==> src/hdl/bhq_pkg.sv <==
`default_nettype none
// ----------------------------------------------------------------------------
// bhq_pkg
// Shared types and constants of the 3x3 box heightmap quantizer.
// ----------------------------------------------------------------------------
package bhq_pkg;

  // configuration register indexes
  typedef enum logic [1:0] {
    CFG_WIDTH    = 2'd0,
    CFG_HEIGHT   = 2'd1,
    CFG_CHANNELS = 2'd2
  } cfg_idx_e;

  localparam int CFG_DATA_W = 11;
  localparam logic [10:0] WIDTH_RST    = 11'd1024;
  localparam logic [10:0] HEIGHT_RST   = 11'd1024;
  localparam logic [2:0]  CHANNELS_RST = 3'd1;
  localparam logic [2:0]  CHANNELS_MAX = 3'd4;

  localparam int PIX_W = 8;
  localparam int VSUM_W = 10;   // three bytes
  localparam int SUM_W = 12;    // nine bytes
  localparam int POS_W = 12;    // row or column up to 4095
  localparam int NRES = 4;      // results per word at most

  // height = trunc(32767 * (S - 90) / 2295)
  localparam logic [SUM_W-1:0] SUM_BIAS = 12'd90;
  localparam int MAG_W = 27;
  localparam int QUANT_SHIFT = 39;
  localparam int QUANT_MUL_W = 28;
  localparam logic [63:0] QUANT_MUL_L = ((64'd1 << 39) + 64'd2294) / 64'd2295;
  localparam logic [QUANT_MUL_W-1:0] QUANT_MUL = QUANT_MUL_L[QUANT_MUL_W-1:0];
  localparam int PROD_W = MAG_W + QUANT_MUL_W;

  // result slots: 0 upper row left, 1 upper row right edge,
  // 2 last row left, 3 last row right edge (frame end)
  typedef struct packed {
    logic [NRES-1:0]             mask;
    logic [NRES-1:0][SUM_W-1:0]  sums;
    logic [POS_W-1:0]            row;
    logic [POS_W-1:0]            col;
  } job_t;

endpackage
`default_nettype wire

==> src/hdl/bhq_queue.sv <==
`default_nettype none
// ----------------------------------------------------------------------------
// bhq_queue
// Two-entry job queue between front and back.
// ----------------------------------------------------------------------------
module bhq_queue (
  input  wire logic          clk_i,
  input  wire logic          rst_ni,
  input  wire logic          flush_i,
  input  wire logic          push_i,
  input  bhq_pkg::job_t      push_job_i,
  output logic               full_o,
  input  wire logic          pop_i,
  output bhq_pkg::job_t      pop_job_o,
  output logic               empty_o
);
  import bhq_pkg::*;

  job_t       mem_q [2];
  logic       wp_q, rp_q;
  logic [1:0] cnt_q;

  assign full_o    = (cnt_q == 2'd2);
  assign empty_o   = (cnt_q == 2'd0);
  assign pop_job_o = mem_q[rp_q];

  always_ff @(posedge clk_i or negedge rst_ni) begin
    if (!rst_ni) begin
      wp_q <= 1'b0;
      rp_q <= 1'b0;
      cnt_q <= '0;
    end else if (flush_i) begin
      wp_q <= 1'b0;
      rp_q <= 1'b0;
      cnt_q <= '0;
    end else begin
      if (push_i) wp_q <= ~wp_q;
      if (pop_i) rp_q <= ~rp_q;
      cnt_q <= cnt_q + 2'(push_i) - 2'(pop_i);
    end
  end

  always_ff @(posedge clk_i) begin
    if (push_i) mem_q[wp_q] <= push_job_i;
  end

  a_no_overflow: assert property (@(posedge clk_i) disable iff (!rst_ni)
    push_i |-> (!full_o || pop_i)) else $error("job queue overflow");
  a_no_underflow: assert property (@(posedge clk_i) disable iff (!rst_ni)
    pop_i |-> !empty_o) else $error("job queue underflow");
  a_count_range: assert property (@(posedge clk_i) disable iff (!rst_ni)
    cnt_q != 2'd3) else $error("job queue count out of range");

endmodule
`default_nettype wire

==> config.mk <==
export PLATFORM = sky130hd
export DESIGN_NAME = bhq_queue
export DESIGN_NICKNAME = d
export VERILOG_FILES = /design/src/hdl/bhq_pkg.sv /design/src/hdl/bhq_queue.sv
export SDC_FILE = /design/constraint.sdc
export NUM_CORES = 1
export LEC_CHECK = 0
export ABC_AREA = 1
export CORE_ASPECT_RATIO = 0.7
export CORE_MARGIN = 3
export CORE_UTILIZATION = 35
export CTS_CLUSTER_SIZE = 25
export DETAILED_ROUTE_END_ITERATION = 10
export DONT_BUFFER_PORTS = 1
export PLACE_DENSITY = 0.48
export SLEW_MARGIN = 25
export SYNTH_ARGS = -nofsm -noshare
export SYNTH_HDL_FRONTEND = slang
export SYNTH_SLANG_ARGS = --single-unit
==> constraint.sdc <==
create_clock -name clk_i -period 4.25 [get_ports clk_i]
set_input_delay 0.6375 -clock clk_i [delete_from_list [all_inputs] [get_ports clk_i]]
set_output_delay 0.6375 -clock clk_i [all_outputs]
set_load 0.02 [all_outputs]
* After elaboration in Yosys (flattened, before gate mapping)
Memories as Yosys holds them, arrays and structs flattened. Cells that the tools add are included. Widths: inputs -> output; s select.
Storage, ports and cells: register bits after elaboration 4, RAM bits 152, input bits 81, output and inout bits 78, logic and storage cells 19, memories kept 1
Memory list:
- mem_q | words 2, width 76, read ports 1, clocked after Yosys merged registers in 0, wr ports 1, line bhq_queue.sv:19 | job_t mem_q [2];
Operators by class: add/sub/neg operators 2, eq/ne operators 1, mux-type cells 7, bitwise operators 2, reductions and logical operators 3
Operators by type and width (number):
- $mux 1 | 6
- $reduce_bool 2->1 | 2
- $add 2x1->2 | 1
- $eq 2x2->1 const B | 1
- $logic_not 2->1 | 1
- $mux 2 | 1
- $not 1->1 | 2
- $sub 2x1->2 | 1

* Logic depth before layout (Yosys ltp)
Gate-level depths: netlist of the first run.
word-level depth 3, depth in mapped cells 7, depth with buffers taken out 7

* Least setup slack after synthesis of the first run
No wires, ideal clock.
path type input -> register, from input push_i, to memory mem_q[0][0] (netlist bit) (enable), setup time 0.513 ns, arrival 3.862 ns, data required time 3.737 ns, slack -0.125 ns, cell stages on the path 2, buffers on the path 0, path through inv_1 -> nor2_1
On the way: word-level cells in the longest chain between the ends 2
Ends and longest elaborated chain:
- start, declared | line bhq_queue.sv:10 | input wire logic push_i,
- $mux 1 | line bhq_queue.sv:44 | if (push_i) mem_q[wp_q] <= push_job_i;
- $mux 1 (not written as such) | line bhq_queue.sv:44
- end, declared | line bhq_queue.sv:19
No other way between the ends.

==> results.toml, run 1 <==
[status]
status = "finished, final reports clean"

[timing]
relSlewSlack_pct = 45.6
finalCritPeriodShare_pct = 62.1
setup_viol = 0
fmax_mhz = 379
whs_ps = 271
tightestPinTransition_ps = 816
fin_setup_tns_ps = 0
period_needed_ps = 2640
hold_viol_final = 0
rsz0062_at_grt = "no"
finalClockSkew_ps = 10.6
drv_slew = 0

[global_route]
antenna_found_initial = 0
grt_start_max_net_pins = 47
grt_pass1_wl_um = 15800
grt_use_total_pct = 11.9
gr-total-overflow = 0
grt_pass1_vias = 2523

[critical_path]
reg2reg_slack_ps = 2200
cp_max_fo = 46
startpoint_type = "flop"
crit_path_end_kind = "output port"
max_stage_delay_ps = 770
worstPathRequired_ps = 3610
crit_type = "reg -> out"
path_cells = "buf_16, mux2_2"
worstPathArrival_ps = 2000
cp_slowest_cell = "dfrtp_4"

[clock_network]
worstSkewPairLatency_ps = 420
cts_buffer_depth = 2
clk_pin_slew_ps = 60
cts_num_sinks = 156
clockRootBuffer = "clkbuf_16"
post_cts_buffers = 0
cts_tree = "done"
cts_max_level = 4
numCtsBuffers = 17

[final_layout]
layout-drive-gt1-share_pct = 38.1
n_antenna_cell = 0
final_nets = 364
fin_util_pct = 41.5
syn_to_final_growth_pct = 13.9
fin_cells = 514

[die]
io_pins = 159
rows = 38
chipWidth_um = 160
start_util_pct = 36.5
core_area_sq_um = 15800
dieArea_sq_um = 18100
die_h_um = 113

[synthesis]
ys_types = 13
syn_area_sq_um = 5780
synth.top_cell.area_share_pct = 79.0
synth_fp_nets = 349
avgSynthCellArea_sq_um = 21.7
synth.area.top_cells = "edfxtp_1 79%, mux2_2 11%, mux2_4 4.7%"
yosysTopAreaCell = "edfxtp_1"
yosysWarningCount = 0
ys_seq_area_share_pct = 80.8
synthCells = 266
ys_ff_latch = 156

[placement]
gp_congestion = 0.759
port_buffers = 0
place_inst = 481
hpwl_um = 6530

[run]
cap_viol_max_count = 0

[power_and_ir_drop]
vdd.ir_drop.worst_uv = 291
finalPower_mw = 3.43
leakagePower_nw = 2.19
power_density_nw_per_um2 = 522

[route]
postRouteAntennaNets = 0
vias = 2398
vias_per_cell = 4.67
wl_per_cell_um = 20.0
drtIter0Drc = 164
wirelength_um = 10300
drtPass1Iterations = 4
drc = 0

[worst_hold_path]
min_path_type = "in -> reg"
Yosys cell counts:
master and instances:
a21oi_1 2, buf_2 5, buf_6 4, dfrtp_1 4
edfxtp_1 152, ha_1 2, inv_1 8, mux2_2 58
mux2_4 18, nand2_1 4, nand3_1 1, nor2_1 6
o21ai_0 2
cells in the final DEF (no fill, tap or decap), drive strengths merged:
| cell | synthesis | final |
|---|---|---|
| mux2 | 76 | 76 |
| o21ai | 2 | 2 |
| inv | 8 | 11 |
| clkinv | 0 | 6 |
| buf | 9 | 4 |
| nand2 | 4 | 4 |
| nor2 | 6 | 6 |
| ha | 2 | 2 |
| clkinvlp | 0 | 5 |
| a21oi | 2 | 2 |
| dlygate4sd3 | 0 | 1 |
| clkbuf | 0 | 18 |
| dfrtp | 4 | 4 |
| edfxtp | 152 | 152 |
| nand3 | 1 | 1 |
routing by layer:
layer / wire (um) / track usage (%) / vias up
met4: 178 / 5.60 / 0
li1: - / - / 1067
met1: 4150 / 14.1 / 1202
met3: 1550 / 9.04 / 15
met2: 4390 / 15.9 / 114
met5: 0 / 0 / -
worst max-delay path: cells and delay by family, from the launching register on:
kind / cells / cell delay, ps
buf+inv: 1 / 310
flops: 1 / 770
mux: 1 / 450
through the flow:
stage	worst slack, ps	cell area, sq um
3_3_place_gp	1880	6020
6_report	1610	6580
2_1_floorplan	1190	5780
4_1_cts	1550	6580
5_1_grt	1500	6580
3_5_place_dp	1920	6040
state kept, by name (all words and copies together), names as in the netlist:
signal / count
cnt_q: 2
mem_q: 152
wp_q: 1
rp_q: 1
final cells by class:
class / count / area (sq um)
flip-flops and latches: 156 / 4670
clock inverters: 14 / 95.1
inverters: 8 / 31.3
repair buffers: 5 / 60.1
clock buffers: 18 / 429
fillers: 1414 / 9260
multi-input cells: 93 / 1020
well taps: 220 / 275
power breakdown:
part | internal [mW] | switching [mW]
registers | 1.78 | 0.0291
clock network | 0.745 | 0.604
logic | 0.0908 | 0.183
kinds of logic (layout without fill, tap and decap cells):
logic type,count (synthesis),in the layout,synth area share [%]
adders and majority gates,2,2,0.433
muxes,76,76,16.0
and+or+nand+nor,11,11,0.736
DFF,156,156,80.8
AOI/OAI and AO/OA,4,4,0.347
buffers and inverters,17,45,1.73
final timing paths:
path	from	end	depth (start not counted)
worst max-delay path	rp_q	pop_job_o[20]	2
worst min-delay path	flush_i	cnt_q[0]	1
worst max register to register	wp_q	mem_q[1][0]	3
worst min register to register	wp_q	wp_q	2
max in group asynchronous	rst_ni	rp_q	1
min in group asynchronous	rst_ni	cnt_q[0]	1
repair_timing:
item,4_1_cts,5_1_grt
hold endpoints to repair,4,0
hold buffers,1,0
gates resized for setup,0,0
Power figures use the tool's default switching activity.
==> inputs of run 2 (changes only) <==
==> constraint.sdc (replaced) <==
create_clock -name clk_i -period 2.29 [get_ports clk_i]
set_input_delay 0.3435 -clock clk_i [delete_from_list [all_inputs] [get_ports clk_i]]
set_output_delay 0.3435 -clock clk_i [all_outputs]
set_load 0.02 [all_outputs]
==> run 2 against run 1 <==
Compared with the run above: setup slack worse by 1200 ps; largest cell class unchanged; register-to-register slack lost 1300 ps; die area stayed put; critical path type unchanged; clock skew decreased by 5.9 ps; critical path depth unchanged; total power up 90%; first-iteration DRC count shrank 32%; via count up 12%; clock power up 87%; final area grew 13%; count of clock-buffer cells in the layout rose by 1; sequential power is 85% higher.
==> results.toml, run 2 (same netlist as run 1, synthesis figures left out) <==
[route]
drtIter0Drc = 111
drtPass1Iterations = 5
drc = 0
wirelength_um = 10900
vias = 2694
postRouteAntennaNets = 0
vias_per_cell = 4.51
wl_per_cell_um = 18.3

[die]
io_pins = 159
die_h_um = 113
rows = 38
chipWidth_um = 160
start_util_pct = 36.5
dieArea_sq_um = 18100
core_area_sq_um = 15800

[placement]
hpwl_um = 6700
port_buffers = 0
gp_congestion = 0.704
dpl_worst_slack_ps = 803

[global_route]
grt_pass1_vias = 2657
grt_use_total_pct = 11.7
antenna_found_initial = 0
grt_pass1_wl_um = 15600
gr-total-overflow = 0
grt_start_max_net_pins = 42

[clock_network]
clockRootBuffer = "clkbuf_16"
cts_tree = "done"
cts_num_sinks = 156
cts_resized = 0
cts_buffer_depth = 2
cts_max_level = 4
clk_pin_slew_ps = 60
worstSkewPairLatency_ps = 410
numCtsBuffers = 17

[critical_path]
crit_type = "reg -> out"
cp_slowest_cell = "dfrtp_4"
crit_path_end_kind = "output port"
crit_family = "flip-flops"
max_stage_delay_ps = 440
worstPathRequired_ps = 1950
startpoint_type = "flop"
path_cells = "buf_12, mux2_2"
cp_max_fo = 41
worstPathArrival_ps = 1570
cp_num_buf_inv = 1

[timing]
finalCritPeriodShare_pct = 83.5
period_needed_ps = 1910
fin_setup_tns_ps = 0
fmax_mhz = 523
rsz0062_at_grt = "no"
hold_viol_final = 0
finalClockSkew_ps = 4.68
drv_slew = 0
tightestPinTransition_ps = 568
relSlewSlack_pct = 62.2
setup_viol = 0
setup_ws_ps = 379

[run]
cap_viol_max_count = 0

[final_layout]
layout_common_cells = "152 x edfxtp_1, 82 x dlygate4sd3_1, 58 x mux2_2"
regMostFlops = "mem_q"
layout.area.seq_sq_um = 4670
final_nets = 447
largest_register_ffs = 152
fin_util_pct = 46.9
multi_input_area_sq_um = 1020
syn_to_final_growth_pct = 28.5
top_regs = "mem_q: 152 flops, cnt_q: 2 flops"
n_antenna_cell = 0
layout-drive-gt1-share_pct = 29.7
final_common_cell = "edfxtp_1"
n_fill_cell = 1345

[power_and_ir_drop]
leakagePower_nw = 2.55
power_density_nw_per_um2 = 879
vdd.ir_drop.worst_uv = 550

[worst_hold_path]
min_path_type = "in -> reg"

[status]
status = "finished, final reports clean"
## run 2: worst reg2reg max path, delay by kind of cell (launching register included)
| kind | cells | cell delay (ps) |
|---|---|---|
| buffers and inverters | 2 | 520 |
| AND/OR/NAND/NOR | 1 | 110 |
| flip-flops | 1 | 400 |
## run 2: path summary, 6_finish.rpt
check,startpoint,to,slack [ps],cells after the start
min reg2reg,wp_q,wp_q,620,2
min,push_job_i[30],mem_q[0][30],30,0
max,rp_q,pop_job_o[24],380,2
max in group asynchronous,rst_ni,rp_q,1850,1
min in group asynchronous,rst_ni,cnt_q[0],230,1
max reg2reg,wp_q,mem_q[1][21],860,3
## run 2: what timing repair did
action / 4_1_cts / 5_1_grt
hold endpoints to repair: 40 / 104
hold buffers: 23 / 59
endpoints found under the setup margin: 0 / 0
buffers inserted: 0 / 0
## run 2: report_power, final
group	internal, mW	switching (mW)
Sequential	3.31	0.0381
Combinational	0.266	0.395
Clock	1.48	1.04
Total	5.05	1.47
## run 2: metal layers
metal  GRT usage (%)  vias to the layer above  share of wire [%]
met4            4.37                        0                1.3
met1            13.9                     1325                 44
met2            16.2                      116                 44
li1                -                     1239                  -
met3            8.75                       14                 11
met5               0                        -                  0
## run 2: layout make-up
cell class	count	share of cell area, %
Inverter	8	0.455
Tap cell	220	3.71
Timing Repair Buffer	88	12.0
Sequential cell	156	62.9
Multi-Input combinational cell	93	13.7
Clock inverter	13	1.38
Clock buffer	19	5.83
## run 2: metrics by stage
stage | total power, mW | cell area, sq um | std cells | hold slack [ps]
4_1_cts | 6.54 | 6830 | 538 | 0.0202
3_3_place_gp | 3.95 | 6070 | 483 | 48.1
3_5_place_dp | 3.95 | 6070 | 483 | 48.0
6_report | 6.52 | 7420 | 597 | 28.9
2_1_floorplan | 3.85 | 5790 | 266 | 47.9
5_1_grt | 6.83 | 7420 | 597 | 1.56
==> inputs of run 3 (changes only) <==
==> constraint.sdc (replaced) <==
create_clock -name clk_i -period 1.7 [get_ports clk_i]
set_input_delay 0.255 -clock clk_i [delete_from_list [all_inputs] [get_ports clk_i]]
set_output_delay 0.255 -clock clk_i [all_outputs]
set_load 0.02 [all_outputs]
==> run 3 against run 2 <==
Compared with the run above: the run now ends with setup timing left; sequential share of layout area shrank 3.0 points; flip-flop and latch count is the same; setup slack lost 510 ps; critical path type unchanged; largest cell class unchanged; largest power group unchanged.
==> results.toml, run 3 (same netlist as run 1, synthesis figures left out) <==
[status]
status = "finished with violations"
violations = "setup timing"

[die]
rows = 38
dieArea_sq_um = 18100
chipWidth_um = 160
start_util_pct = 36.5
io_pins = 159
die_h_um = 113
core_area_sq_um = 15800

[global_route]
antenna_found_initial = 0
gr-total-overflow = 0
grt_pass1_wl_um = 16700
grt_pass1_vias = 2983
grt_start_max_net_pins = 39
grt_use_total_pct = 12.3

[final_layout]
largest_register_ffs = 152
top_regs = "mem_q: 152 flops, cnt_q: 2 flops"
design_area_sq_um = 7790
layout-drive-gt1-share_pct = 32.7
layout_common_cells = "152 x edfxtp_1, 79 x dlygate4sd3_1, 51 x mux2_4"
fin_cells = 608
final_common_cell = "edfxtp_1"
final_nets = 458
syn_to_final_growth_pct = 34.9
regMostFlops = "mem_q"
n_antenna_cell = 0

[route]
drtIter0Drc = 210
drtPass1Iterations = 4
vias_per_cell = 4.53
wl_per_cell_um = 18.7
postRouteAntennaNets = 0
drc = 0
wirelength_um = 11300
vias = 2755

[worst_hold_path]
min_path_type = "in -> reg"

[power_and_ir_drop]
power_density_nw_per_um2 = 1170
leakagePower_nw = 2.79
finalPower_mw = 9.12
vdd.ir_drop.worst_uv = 759

[timing]
fmax_mhz = 545
hold_viol_final = 0
tightestPinTransition_ps = 433
relSlewSlack_pct = 71.0
setup_ws_ps = -136
rsz0062_at_grt = "yes"
period_needed_ps = 1840
finalCritPeriodShare_pct = 108
setup_viol = 75
drv_slew = 0
whs_ps = 51.2
finalClockSkew_ps = 9.41

[clock_network]
cts_tree = "done"
clockRootBuffer = "clkbuf_16"
numCtsBuffers = 17
cts_num_sinks = 156
cts_buffer_depth = 2
worstSkewPairLatency_ps = 410
clk_pin_slew_ps = 60
cts_max_level = 4

[run]
cap_viol_max_count = 0

[placement]
port_buffers = 0
dpl_worst_slack_ps = 282
gp_congestion = 0.718
hpwl_um = 6670
placed_cell_area_sq_um = 6150
place_inst = 486

[critical_path]
crit_type = "reg -> out"
startpoint_type = "flop"
cp_max_fo = 5
worstPathRequired_ps = 1440
crit_path_end_kind = "output port"
worstPathArrival_ps = 1580
==> run 3: cell types whose count changed in the layout (fill, tap and decap cells not counted), moves of 2 or more <==
cell	previous run	this run
dlygate4sd3_1	82	79
mux2_4	18	51
clkbuf_16	17	20
buf_12	2	7
clkinv_4	3	1
buf_6	0	6
mux2_2	58	25
==> run 3: worst max-delay path, stage by stage (launching register included) <==
cell	delay, ps
dfrtp_4	500
buf_8	160
clkbuf_16	160
mux2_4	340
==> run 3: path summary, 6_finish.rpt <==
path / start / to / slack (ps) / cells past startpoint
worst max-delay path: rp_q / pop_job_o[62] / -140 / 3
worst min-delay path: pop_i / rp_q / 50 / 2
worst max register to register: rp_q / rp_q / 470 / 5
worst min register to register: wp_q / wp_q / 650 / 2
max in group asynchronous: rst_ni / rp_q / 1370 / 1
min in group asynchronous: rst_ni / rp_q / 120 / 1
==> run 3: per-stage QoR <==
step                util, %  setup TNS, ps
global placement       38.9              0
detailed placement     38.9              0
finish                 49.2          -8600
CTS                    47.8          -8460
global route           49.2         -12380
floorplan                 -         -40610
==> run 3: final cells by class <==
class | count | area (sq um)
repair buffers | 99 | 1110
flip-flops and latches | 156 | 4670
well taps | 220 | 275
clock buffers | 18 | 429
clock inverters | 14 | 128
multi-input cells | 93 | 1140
fillers | 1346 | 8040
inverters | 8 | 33.8
==> run 3: what timing repair did <==
action	in CTS	in global routing
pin swaps	0	0
hold buffers	79	0
setup buffers	1	4
cloned	0	6
hold endpoints to repair	159	0
resized for setup	15	23
endpoints found under the setup margin	72	75
==> run 3: report_power, final <==
group          leakage (nW)  switching [mW]  total [mW]  internal (mW)
sequential             1.48          0.0567        4.51           4.45
clock                 0.270            1.43        3.56           2.13
combinational          1.04           0.572        1.05          0.475
==> run 3: per-layer routing <==
layer	wire, um	vias to the layer above	global-route usage, %
li1	-	1256	-
met1	4890	1380	15.1
met2	5390	112	19.2
met3	983	7	5.26
met5	0	-	0
met4	80	0	5.07
