## src/hdl/bhq_pkg.sv

```systemverilog
`default_nettype none
// ----------------------------------------------------------------------------
// bhq_pkg
// Shared types and constants of the 3x3 box heightmap quantizer.
// ----------------------------------------------------------------------------
package bhq_pkg;

  // configuration register indexes
  typedef enum logic [1:0] {
    CFG_WIDTH    = 2'd0,
    CFG_HEIGHT   = 2'd1,
    CFG_CHANNELS = 2'd2
  } cfg_idx_e;

  localparam int CFG_DATA_W = 11;
  localparam logic [10:0] WIDTH_RST    = 11'd1024;
  localparam logic [10:0] HEIGHT_RST   = 11'd1024;
  localparam logic [2:0]  CHANNELS_RST = 3'd1;
  localparam logic [2:0]  CHANNELS_MAX = 3'd4;

  localparam int PIX_W = 8;
  localparam int VSUM_W = 10;   // three bytes
  localparam int SUM_W = 12;    // nine bytes
  localparam int POS_W = 12;    // row or column up to 4095
  localparam int NRES = 4;      // results per word at most

  // height = trunc(32767 * (S - 90) / 2295)
  localparam logic [SUM_W-1:0] SUM_BIAS = 12'd90;
  localparam int MAG_W = 27;
  localparam int QUANT_SHIFT = 39;
  localparam int QUANT_MUL_W = 28;
  localparam logic [63:0] QUANT_MUL_L = ((64'd1 << 39) + 64'd2294) / 64'd2295;
  localparam logic [QUANT_MUL_W-1:0] QUANT_MUL = QUANT_MUL_L[QUANT_MUL_W-1:0];
  localparam int PROD_W = MAG_W + QUANT_MUL_W;

  // result slots: 0 upper row left, 1 upper row right edge,
  // 2 last row left, 3 last row right edge (frame end)
  typedef struct packed {
    logic [NRES-1:0]             mask;
    logic [NRES-1:0][SUM_W-1:0]  sums;
    logic [POS_W-1:0]            row;
    logic [POS_W-1:0]            col;
  } job_t;

endpackage
`default_nettype wire

```

## src/hdl/bhq_back.sv

```systemverilog
`default_nettype none
// ----------------------------------------------------------------------------
// bhq_back
// Splits jobs into results and quantizes each box sum to a signed height.
// ----------------------------------------------------------------------------
module bhq_back #(
  parameter int HW = 11
) (
  input  wire logic          clk_i,
  input  wire logic          rst_ni,
  input  wire logic          flush_i,
  input  wire logic [HW-1:0] height_i,
  input  bhq_pkg::job_t      job_i,
  input  wire logic          job_empty_i,
  output logic               job_pop_o,
  output logic               out_valid_o,
  input  wire logic          out_stall_i,
  output logic [15:0]        height_value_o,
  output logic [9:0]         out_row_o,
  output logic [9:0]         out_col_o,
  output logic [19:0]        store_index_o,
  output logic               frame_last_o
);
  import bhq_pkg::*;

  job_t            job_q;
  logic [NRES-1:0] rem_q, rem_d, sel;
  logic            en, pick;

  logic p1_v_q, p2_v_q, p3_v_q, o_v_q;
  logic [SUM_W-1:0] p1_mag_q;
  logic p1_neg_q, p2_neg_q, p3_neg_q;
  logic p1_last_q, p2_last_q, p3_last_q;
  logic [POS_W-1:0] p1_row_q, p2_row_q, p3_row_q, p1_col_q, p2_col_q, p3_col_q;
  logic [MAG_W-1:0] p2_x_q;
  logic [19:0] p2_sidx_q, p3_sidx_q;
  logic [PROD_W-1:0] p3_prod_q;

  logic [SUM_W-1:0] s_sum;
  logic [15:0] q_abs;

  assign en   = !o_v_q || !out_stall_i;
  assign pick = en && (rem_q != '0);
  assign sel  = rem_q & (~rem_q + 1'b1);

  always_comb begin
    rem_d = pick ? (rem_q & ~sel) : rem_q;
    job_pop_o = !job_empty_i && (rem_d == '0);
    if (job_pop_o) rem_d = job_i.mask;
  end

  always_comb begin
    s_sum = job_q.sums[0];
    for (int i = 0; i < NRES; i++) begin
      if (sel[i]) s_sum = job_q.sums[i];
    end
  end

  always_ff @(posedge clk_i or negedge rst_ni) begin
    if (!rst_ni) begin
      rem_q <= '0;
      p1_v_q <= 1'b0;
      p2_v_q <= 1'b0;
      p3_v_q <= 1'b0;
      o_v_q <= 1'b0;
    end else if (flush_i) begin
      rem_q <= '0;
      p1_v_q <= 1'b0;
      p2_v_q <= 1'b0;
      p3_v_q <= 1'b0;
      o_v_q <= 1'b0;
    end else begin
      rem_q <= rem_d;
      if (en) begin
        p1_v_q <= pick;
        p2_v_q <= p1_v_q;
        p3_v_q <= p2_v_q;
        o_v_q <= p3_v_q;
      end
    end
  end

  always_ff @(posedge clk_i) begin
    if (job_pop_o) job_q <= job_i;
    if (en) begin
      // select a slot, split sign and magnitude of the sum minus the bias
      p1_neg_q <= (s_sum < SUM_BIAS);
      p1_mag_q <= (s_sum < SUM_BIAS) ? SUM_BIAS - s_sum : s_sum - SUM_BIAS;
      p1_row_q <= (sel[2] || sel[3]) ? job_q.row : job_q.row - 1'b1;
      p1_col_q <= (sel[1] || sel[3]) ? job_q.col : job_q.col - 1'b1;
      p1_last_q <= sel[3];
      // scale by 32767 and form the store index
      p2_x_q <= (MAG_W'(p1_mag_q) << 15) - MAG_W'(p1_mag_q);
      p2_sidx_q <= 20'(p1_col_q * height_i + (POS_W + HW)'(p1_row_q));
      p2_neg_q <= p1_neg_q;
      p2_row_q <= p1_row_q;
      p2_col_q <= p1_col_q;
      p2_last_q <= p1_last_q;
      // divide by 2295 through its reciprocal
      p3_prod_q <= PROD_W'(p2_x_q) * PROD_W'(QUANT_MUL);
      p3_sidx_q <= p2_sidx_q;
      p3_neg_q <= p2_neg_q;
      p3_row_q <= p2_row_q;
      p3_col_q <= p2_col_q;
      p3_last_q <= p2_last_q;
      height_value_o <= p3_neg_q ? 16'(-q_abs) : q_abs;
      out_row_o <= p3_row_q[9:0];
      out_col_o <= p3_col_q[9:0];
      store_index_o <= p3_sidx_q;
      frame_last_o <= p3_last_q;
    end
  end

  assign q_abs = p3_prod_q[QUANT_SHIFT +: 16];
  assign out_valid_o = o_v_q;

endmodule
`default_nettype wire

```

## config.mk

```make
export PLATFORM = sky130hd
export DESIGN_NAME = bhq_back
export DESIGN_NICKNAME = d
export VERILOG_FILES = /design/src/hdl/bhq_pkg.sv /design/src/hdl/bhq_back.sv
export SDC_FILE = /design/constraint.sdc
export NUM_CORES = 1
export LEC_CHECK = 0
export ABC_AREA = 1
export BUFFER_PORTS_ARGS = -buffer_cell sky130_fd_sc_hd__buf_2
export CAP_MARGIN = 40
export CORE_MARGIN = 4
export CORE_UTILIZATION = 60
export DETAILED_ROUTE_END_ITERATION = 10
export PLACE_DENSITY = 0.87
export REMOVE_ABC_BUFFERS = 1
export SLEW_MARGIN = 25
export SYNTH_ARGS = -nofsm -noshare
export SYNTH_HDL_FRONTEND = slang
export SYNTH_SLANG_ARGS = --single-unit
```

## constraint.sdc

```tcl
create_clock -name clk_i -period 11.8 [get_ports clk_i]
set_input_delay 0.59 -clock clk_i [delete_from_list [all_inputs] [get_ports clk_i]]
set_output_delay 0.59 -clock clk_i [all_outputs]
set_load 0.05 [all_outputs]
```

; Word level (Yosys, flattened, before mapping)
; Cells that the tools add are included.
[word_totals]
register_bits = 341
out_inout_bits = 59
word_cells = 77
[classes]
add_sub_neg = 8
multipliers = 2
n_lt_le_gt_ge = 1
mux = 18
bitwise_logic = 4
n_reduce_logical = 11
[ops]
columns = cell, count
row1 = $mux 12, 6
row2 = $mul 27x28->55 const B, 1
row3 = $sub 27x12->27, 1
row4 = $sub 12x1->12 const B, 2
row5 = $add 20x12->20, 1
row6 = $mul 12x11->20, 1
row7 = $mux 16, 1
row8 = $neg 16->16, 1
row9 = $lt 12x7->1 const B, 1
row10 = $mux 4, 3
row11 = $sub 12x7->12 const B, 1
row12 = $sub 7x12->12 const A, 1
row13 = $and 4x4->4, 2
row14 = $mux 1, 8
row15 = $not 4->4, 2
row16 = $add 4x1->4 const B, 1
row17 = $logic_not 4->1, 1
row18 = $reduce_bool 4->1, 1
row19 = $logic_not 1->1, 3
row20 = $logic_or 1x1->1, 3
row21 = $logic_and 1x1->1, 2
row22 = $reduce_bool 2->1, 1

; Logic depth before layout (Yosys ltp)
; Gate-level depths: netlist (run 1).
[depth]
ltp_word = 10
depth_mapped = 27
mapped_depth_nobuf = 27

; Worst setup path after synthesis (run 1)
; OpenSTA, ideal clock, no wires.
[synth_timing]
path_kind = flip-flop to output port
from = reg o_v_q (netlist: out_valid_o)
to = out job_pop_o
arrival_ps = 8612
t_required_ps = 11210
setup_slack_ps = 2598
stages_incl_launch_ff = 6
path_cell_list = dfrtp_1 nand2_1 o21ai_0 o21ai_0 nand4_1 inv_1
[synth_between]
elab_chain_len = 6
[synth_lines]
columns = element, line_no
row1 = "start, declared", bhq_back.sv:30  ; logic p1_v_q, p2_v_q, p3_v_q, o_v_q;
row2 = "start signal, assigned", bhq_back.sv:78  ; o_v_q <= p3_v_q;
row3 = $logic_not 1->1, bhq_back.sv:42  ; assign en = !o_v_q || !out_stall_i;
row4 = $logic_or 1x1->1, bhq_back.sv:42
row5 = via en, bhq_back.sv:28  ; logic en, pick;
row6 = $logic_and 1x1->1, bhq_back.sv:43  ; assign pick = en && (rem_q != '0);
row7 = $mux 4, bhq_back.sv:47  ; rem_d = pick ? (rem_q & ~sel) : rem_q;
row8 = $logic_not 4->1, bhq_back.sv:48  ; job_pop_o = !job_empty_i && (rem_d == '0);
row9 = $logic_and 1x1->1, bhq_back.sv:48
row10 = "end, declared", bhq_back.sv:15  ; output logic job_pop_o,
; The timed path passes the listed nets, and every way through them passes these cells.

; Worst setup path in the final report (run 1)
[layout_timing]
from = reg p2_x_q[10]
to = reg p3_prod_q[52], data pin
[layout_between]
elab_chain_len = 1
[layout_lines]
columns = element, line_no
row1 = "start, declared", bhq_back.sv:35  ; logic [MAG_W-1:0] p2_x_q;
row2 = "start signal, assigned", bhq_back.sv:93  ; p2_x_q <= (MAG_W'(p1_mag_q) << 15) - MAG_W'(p1_mag_q);
row3 = $mul 27x28->55, bhq_back.sv:100  ; p3_prod_q <= PROD_W'(p2_x_q) * PROD_W'(QUANT_MUL);
row4 = "end signal, assigned", bhq_back.sv:100
row5 = "end, declared", bhq_back.sv:37  ; logic [PROD_W-1:0] p3_prod_q;
; Every way passes these cells.
; A chain may end at the register's enable or synchronous reset.

==> results of run 1 <==
-- worst register-to-register path, cell delays in order (launching register included) --
cell and delay (ns):
edfxtp_1 0.74, fa_1 0.53, ha_1 0.44, inv_1 0.09, fa_1 0.49, inv_1 0.06
fa_1 0.52, fa_1 0.62, fa_1 0.44, fa_1 0.44, ha_1 0.33, a21oi_1 0.21
o21ai_0 0.21, a21oi_1 0.38, nor2_1 0.08, o21ai_0 0.25, nand3_1 0.11, nand2_1 0.07
nand2_1 0.07
-- cell usage in the layout, fill, tap and decap left out, types with 4 or more instances in the layout --
cell,synthesis,layout
nand3_1,58,58
or2_1,4,4
nand4_1,18,18
nor2_4,5,5
o21ai_2,4,4
dfrtp_1,8,8
buf_2,0,150
nand2_2,20,20
nand3_2,4,4
xor2_1,61,61
clkbuf_16,0,35
nor2_1,160,160
inv_2,8,9
o21bai_1,8,8
xnor2_1,24,24
nand2_1,451,450
fa_1,379,379
clkinv_2,0,5
nor3_1,28,28
nor2_2,6,6
o21a_1,4,4
clkinv_1,0,6
edfxtp_1,294,294
nand2_4,7,8
nor4_1,4,4
a31oi_1,6,6
inv_1,752,751
ha_1,318,318
inv_6,0,4
a21o_1,11,11
o21ai_0,71,71
a21oi_1,94,94
-- logic make-up (layout without fill, tap and decap cells) --
family / Yosys count / in the layout / synth area share
simple gates: 779 / 779 / 0.117
other cells: 0 / 1 / 0
flops: 302 / 302 / 0.312
buf+inv: 791 / 980 / 0.104
xor+xnor: 85 / 85 / 0.0257
compound gates: 210 / 210 / 0.0410
fa+ha+maj: 697 / 697 / 0.400
-- timing repair --
item                      in CTS  in global routing
hold endpoints to repair       8                  0
hold buffers                   1                  0
setup buffers                  0                  0
-- final cells by class --
class                      count  area, um2
antenna                        1       2.50
clock buffer                  39        901
clock inverter                23        205
fill                        3496      16100
inverter                     760       2850
multi-input combinational   1771      16900
sequential                   302       9030
tap                          615        769
timing repair buffer         158        871
-- registers in the layout, indices dropped and copies added, names as in the netlist, 4 cells and up --
register	count
out_row_o	10
p1_mag_q	12
p2_row_q	10
store_index_o	20
height_value_o	16
p2_x_q	27
job_q	72
p2_sidx_q	20
p2_col_q	10
p1_row_q	12
p3_row_q	10
p3_prod_q	16
out_col_o	10
rem_q	4
p3_sidx_q	20
p1_col_q	12
p3_col_q	10
-- cell usage after synthesis (4+ instances only) --
library cell,number
a21oi_1,94
inv_2,8
a21o_1,11
nand4_1,18
buf_6,4
o21ai_0,71
edfxtp_1,294
fa_1,379
nand3_1,58
a31oi_1,6
nand2_2,20
o21bai_1,8
dfrtp_1,8
nor2_2,6
nor3_1,28
ha_1,318
nand2_4,7
inv_1,752
clkbuf_1,25
o21a_1,4
xnor2_1,24
nand2_1,451
or2_1,4
o21ai_2,4
xor2_1,61
nand3_2,4
nor2_4,5
nor4_1,4
nor2_1,160
-- per-layer routing --
metal | GRT usage | vias up | wire [um]
met5 | 0 | - | 0
met1 | 0.349 | 9543 | 26300
met4 | 0.113 | 0 | 3300
met3 | 0.0547 | 192 | 5350
met2 | 0.482 | 834 | 34200
li1 | - | 9164 | -
-- path summary, 6_finish.rpt --
kind | startpoint | endpoint
max | p2_x_q[10] | p3_prod_q[52]
min | job_i[48] | job_q[48]
max reg2reg | p2_x_q[10] | p3_prod_q[52]
min reg2reg | p3_row_q[0] | out_row_o[0]
max in group asynchronous | rst_ni | rem_q[1]
min in group asynchronous | rst_ni | p3_v_q
-- through the flow --
stage / hold slack (ns) / cell area (um2) / util / instances / setup WS (ns)
floorplan: 0.294 / 28800 / - / 2833 / 2.60
global placement: 0.400 / 30300 / 0.636 / 3601 / 5.62
detailed placement: 0.405 / 30300 / 0.637 / 3603 / 5.61
CTS: 0.179 / 31500 / 0.660 / 3666 / 5.58
global route: 0.188 / 31500 / 0.661 / 3668 / 5.26
finish: 0.208 / 31500 / 0.661 / 3669 / 5.49
==> impl_results.md, run 1 <==
- Drt drc: 0
- Starting Density: 0.607
- CTS Buf Count: 34
- Worst-margin pin slew: 0.611 ns
- GPL Wtd Cong: 1.05
- H-tree depth: 2
- Syn Std Cell Area: 0.0289 mm2
- Vias in the first global route: 21100
- Clock transition at path regs: 0.06 ns
- Vias/cell: 5.38
- IO buf count: 150
- Area share of the largest cell type after synthesis: 0.305
- Maxcap violations: 0
- WL/cell: 18.9 um
- Largest net degree at the start of global routing: 78
- Drt initial violations: 1526
- Post-Route Setup TNS: 0 ns
- Area growth syn-to-layout: 8.95%
- R2r worst-path depth: 18
- Skew-Pair Late Insertion Delay: 0.56 ns
- Crit-path max cell delay: 0.74 ns
- Status: finished, final reports clean
- Critical path's top delay family: adder cells
- Global Route Usage Sum: 0.279
- Ys async rst share: 0.0265
- Cell taking the most area after synthesis: edfxtp_1
- First-pass GRT wire length: 111 mm
- Die Area: 0.0518 mm2
- Io pins: 151
- Yosys cell types: 47
- CP max stage cell: edfxtp_1
- CP Depth: 18
- Final hold vios: 0
- CTS tree: built
- Die height: 228 um
- Mapped Cells: 2864
- RSZ-0062 raised after global routing: false
- Sink Count: 302
- Worst Setup Path Type: reg2reg
- Crit path time final: 6.31 ns
- Max Fclk: 159 MHz
- Clk root buf: clkbuf_16
- Slew HR: 0.592
- Via count: 19700
- #FFs+latches synth: 302
- Core box area: 0.0476 mm2
- Worst EP arrival: 6.61 ns
- Synth warnings: 0
- WHS Path Cells: 1
- Seq/Total Area, Yosys: 0.312
- Top cells by area, synth: edfxtp_1 31%, fa_1 26%, ha_1 14%
- Primary FF master, synth: edfxtp_1
- Critical path fanouts, max: 10
- # setup viols final: 0
- Worst setup SP type: flop
- Die W: 228 um
- Layout cells sized above 1: 0.0911
- Number of flops mapped to enable cells by yosys: 294
- Initial antenna violation count: 1
- Row cnt: 80
- Critical path capture point type: flop
- Final HPWL DP: 57.0 mm
- Post-synthesis average cell area: 10.1 um2
- Clock tree buffer depth: 3
- Req. time, crit path: 12.11 ns
- Max-slew violation count: 0
- Drt total wl: 69.2 mm
- Total gr overflow: 0
- Final period util: 0.535
- Crit path cell chain: fa_1, ha_1, inv_1, fa_1, inv_1, fa_1, fa_1, fa_1, fa_1, ha_1, a21oi_1, o21ai_0, a21oi_1, nor2_1, o21ai_0, nand3_1, nand2_1, nand2_1
- Initial DRT Pass Iterations: 5
- R2r setup slk: 5.49 ns
- Most used cell along the critical path: fa_1
- Post-CTS Resized: 0
- Nets: 3816
- WP buf/inv: 2
- Antenna Nets Post-Route: 0
- Tightest Hold Check Type: in2reg
- Final Skew: 0.0247 ns
Power of run 1 is left out: the tool's default activity adds up to more than one toggle a clock period on the data nets, which glitch-free logic cannot reach.
==> run 2, diff against run 1 <==
CORE_UTILIZATION = 58   (was 60)
PLACE_DENSITY = 0.88   (was 0.87)
clock period = 5.7 ns   (was 11.8 ns; I/O delays follow)
==> impl_results.md, run 2 (same netlist as run 1, synthesis figures left out) <==
- Status: finished, violations left (was finished, final reports clean)
- Violations in the final reports: negative setup slack
- Row cnt: 81 (was 80)
- Tightest Hold Check Type: in2async (was in2reg)
- Critical path capture point type: flop (unchanged)
- Skew-Pair Late Insertion Delay: 0.60 ns (was 0.56 ns)
- Nets: 4052 (was 3816)
- Non-Filler Instances: 3953 (was 3669)
- Fillers: 3166 (was 3496)
- CP Depth: 21 (was 18)
- Maxcap violations: 0 (unchanged)
- Design area: 0.0347 mm2 (was 0.0315 mm2)
- Post-Route Setup TNS: -1.30 ns (was 0 ns)
- Most frequent cells in the layout: 722 x inv_1, 421 x nand2_1, 352 x fa_1 (was 751 x inv_1, 450 x nand2_1, 379 x fa_1)
- CP max stage cell: fa_2 (was edfxtp_1)
- Max FFs per register: 72 (unchanged)
- H-tree depth: 2 (unchanged)
- Commonest non-fill, non-tap cell in the layout: inv_1 (unchanged)
- Sink Count: 302 (unchanged)
- CTS Buf Count: 34 (unchanged)
- Final Skew: 0.0538 ns (was 0.0247 ns)
- Placed cell count: 3774 (was 3603)
- Initial DRT Pass Iterations: 6 (was 5)
- Initial antenna violation count: 1 (unchanged)
- Req. time, crit path: 6.01 ns (was 12.11 ns)
- Max Fclk: 170 MHz (was 159 MHz)
- Critical path fanouts, max: 3 (was 10)
- Largest net degree at the start of global routing: 56 (was 78)
- Core box area: 0.0492 mm2 (was 0.0476 mm2)
- Crit path time final: 5.90 ns (was 6.31 ns)
- Via count: 22000 (was 19700)
- Setup ws final: -0.198 ns (was 5.49 ns)
- Clock transition at path regs: 0.08 ns (was 0.06 ns)
- Clk root buf: clkbuf_16 (unchanged)
- Worst-margin pin slew: 0.680 ns (was 0.611 ns)
- WP buf/inv: 5 (was 2)
- Layout cells sized above 1: 0.197 (was 0.0911)
- Vias/cell: 5.56 (was 5.38)
- Vias in the first global route: 23600 (was 21100)
- Starting Density: 0.588 (was 0.607)
- # setup viols final: 12 (was 0)
- WL/cell: 21.1 um (was 18.9 um)
- First-pass GRT wire length: 128 mm (was 111 mm)
- Critical path's top delay family: adder cells (unchanged)
- CTS tree: built (unchanged)
- Placement Cell Area: 0.0314 mm2 (was 0.0303 mm2)
- Slew HR: 0.546 (was 0.592)
- Antenna Nets Post-Route: 0 (unchanged)
- Worst setup SP type: flop (unchanged)
- Final hold vios: 0 (unchanged)
- Place WS: -0.179 ns (was 5.61 ns)
- Die height: 231 um (was 228 um)
- Max-slew violation count: 0 (unchanged)
- Crit path cell chain: fa_2, fa_1, inv_2, fa_1, inv_1, fa_2, fa_1, fa_2, fa_1, ha_4, nand2_4, buf_6, buf_12, nor3_4, inv_2, nor2_2, nor2_1, nor2_1, nor2_1, nand3_1, nand2_1 (was fa_1, ha_1, inv_1, fa_1, inv_1, fa_1, fa_1, fa_1, fa_1, ha_1, a21oi_1, o21ai_0, a21oi_1, nor2_1, o21ai_0, nand3_1, nand2_1, nand2_1)
- Biggest register: job_q (unchanged)
- GPL Wtd Cong: 1.02 (was 1.05)
- Die Area: 0.0535 mm2 (was 0.0518 mm2)
- Worst EP arrival: 6.21 ns (was 6.61 ns)
- Clock tree buffer depth: 3 (unchanged)
- Final period util: 1.03 (was 0.535)
- Drt total wl: 83.4 mm (was 69.2 mm)
- Io pins: 151 (unchanged)
- Largest registers: job_q x72, p2_x_q x27 (unchanged)
- Global Route Usage Sum: 0.309 (was 0.279)
- IO buf count: 150 (unchanged)
- RSZ-0062 raised after global routing: true (was false)
- Drt drc: 0 (unchanged)
- Drt initial violations: 2206 (was 1526)
- R2r worst-path depth: 21 (was 18)
- Worst Setup Path Type: reg2reg (unchanged)
- Final HPWL DP: 61.0 mm (was 57.0 mm)
- Area growth syn-to-layout: 19.8% (was 8.95%)
- Crit-path max cell delay: 0.57 ns (was 0.74 ns)
- Most used cell along the critical path: fa_1 (unchanged)
- Die W: 231 um (was 228 um)
- Total gr overflow: 0 (unchanged)
## run 2: changes by cell type in the layout (fill, tap and decap cells not counted), sizes merged, moves of 2 or more
cell	previous run	this run
clkinv	12	10
buf	157	316
dlygate4sd3	1	78
inv	766	763
clkbuf	39	45
## run 2: per-layer routing
layer,vias to the layer above,GRT usage,part of all wire
met2,1396,0.528,0.49
li1,9636,-,-
met4,0,0.146,0.066
met3,390,0.0611,0.088
met5,-,0,0
met1,10600,0.380,0.36
## run 2: path summary, 6_finish.rpt
check,start,to,slack [ns]
max,p2_x_q[24],p3_prod_q[53],-0.20
min,rst_ni,p1_v_q,0.1
max reg2reg,p2_x_q[24],p3_prod_q[53],-0.20
min reg2reg,p2_row_q[4],p3_row_q[4],0.40
max in group asynchronous,rst_ni,p3_v_q,5.39
min in group clk_i,out_stall_i,p1_row_q[0],0.32
## run 2: per-stage QoR
stage                      util  hold slack, ns
after global placement    0.636           0.135
after CTS                 0.684          0.0456
final                     0.705          0.0991
after global routing      0.705          0.0752
after floorplan               -         -0.0106
after detailed placement  0.638           0.134
## run 2: area by class of cell
class | instances | area [um2] | area share
Multi-Input combinational cell | 1771 | 17900 | 0.518
Sequential cell | 302 | 9030 | 0.261
Timing Repair Buffer | 394 | 2910 | 0.0839
Inverter | 760 | 2860 | 0.0824
Clock buffer | 45 | 902 | 0.0260
Tap cell | 664 | 831 | 0.0240
Clock inverter | 16 | 180 | 0.00520
Antenna cell | 1 | 2.50 | 0.0000722
## run 2: what timing repair did
action,in CTS,in global routing
buffers inserted,11,27
hold buffers,78,0
endpoints found under the setup margin,16,17
endpoints found under the hold margin,86,0
resized for setup,80,213
gates cloned,0,0
pin swaps,21,93
Power of run 2 is left out for the same reason.
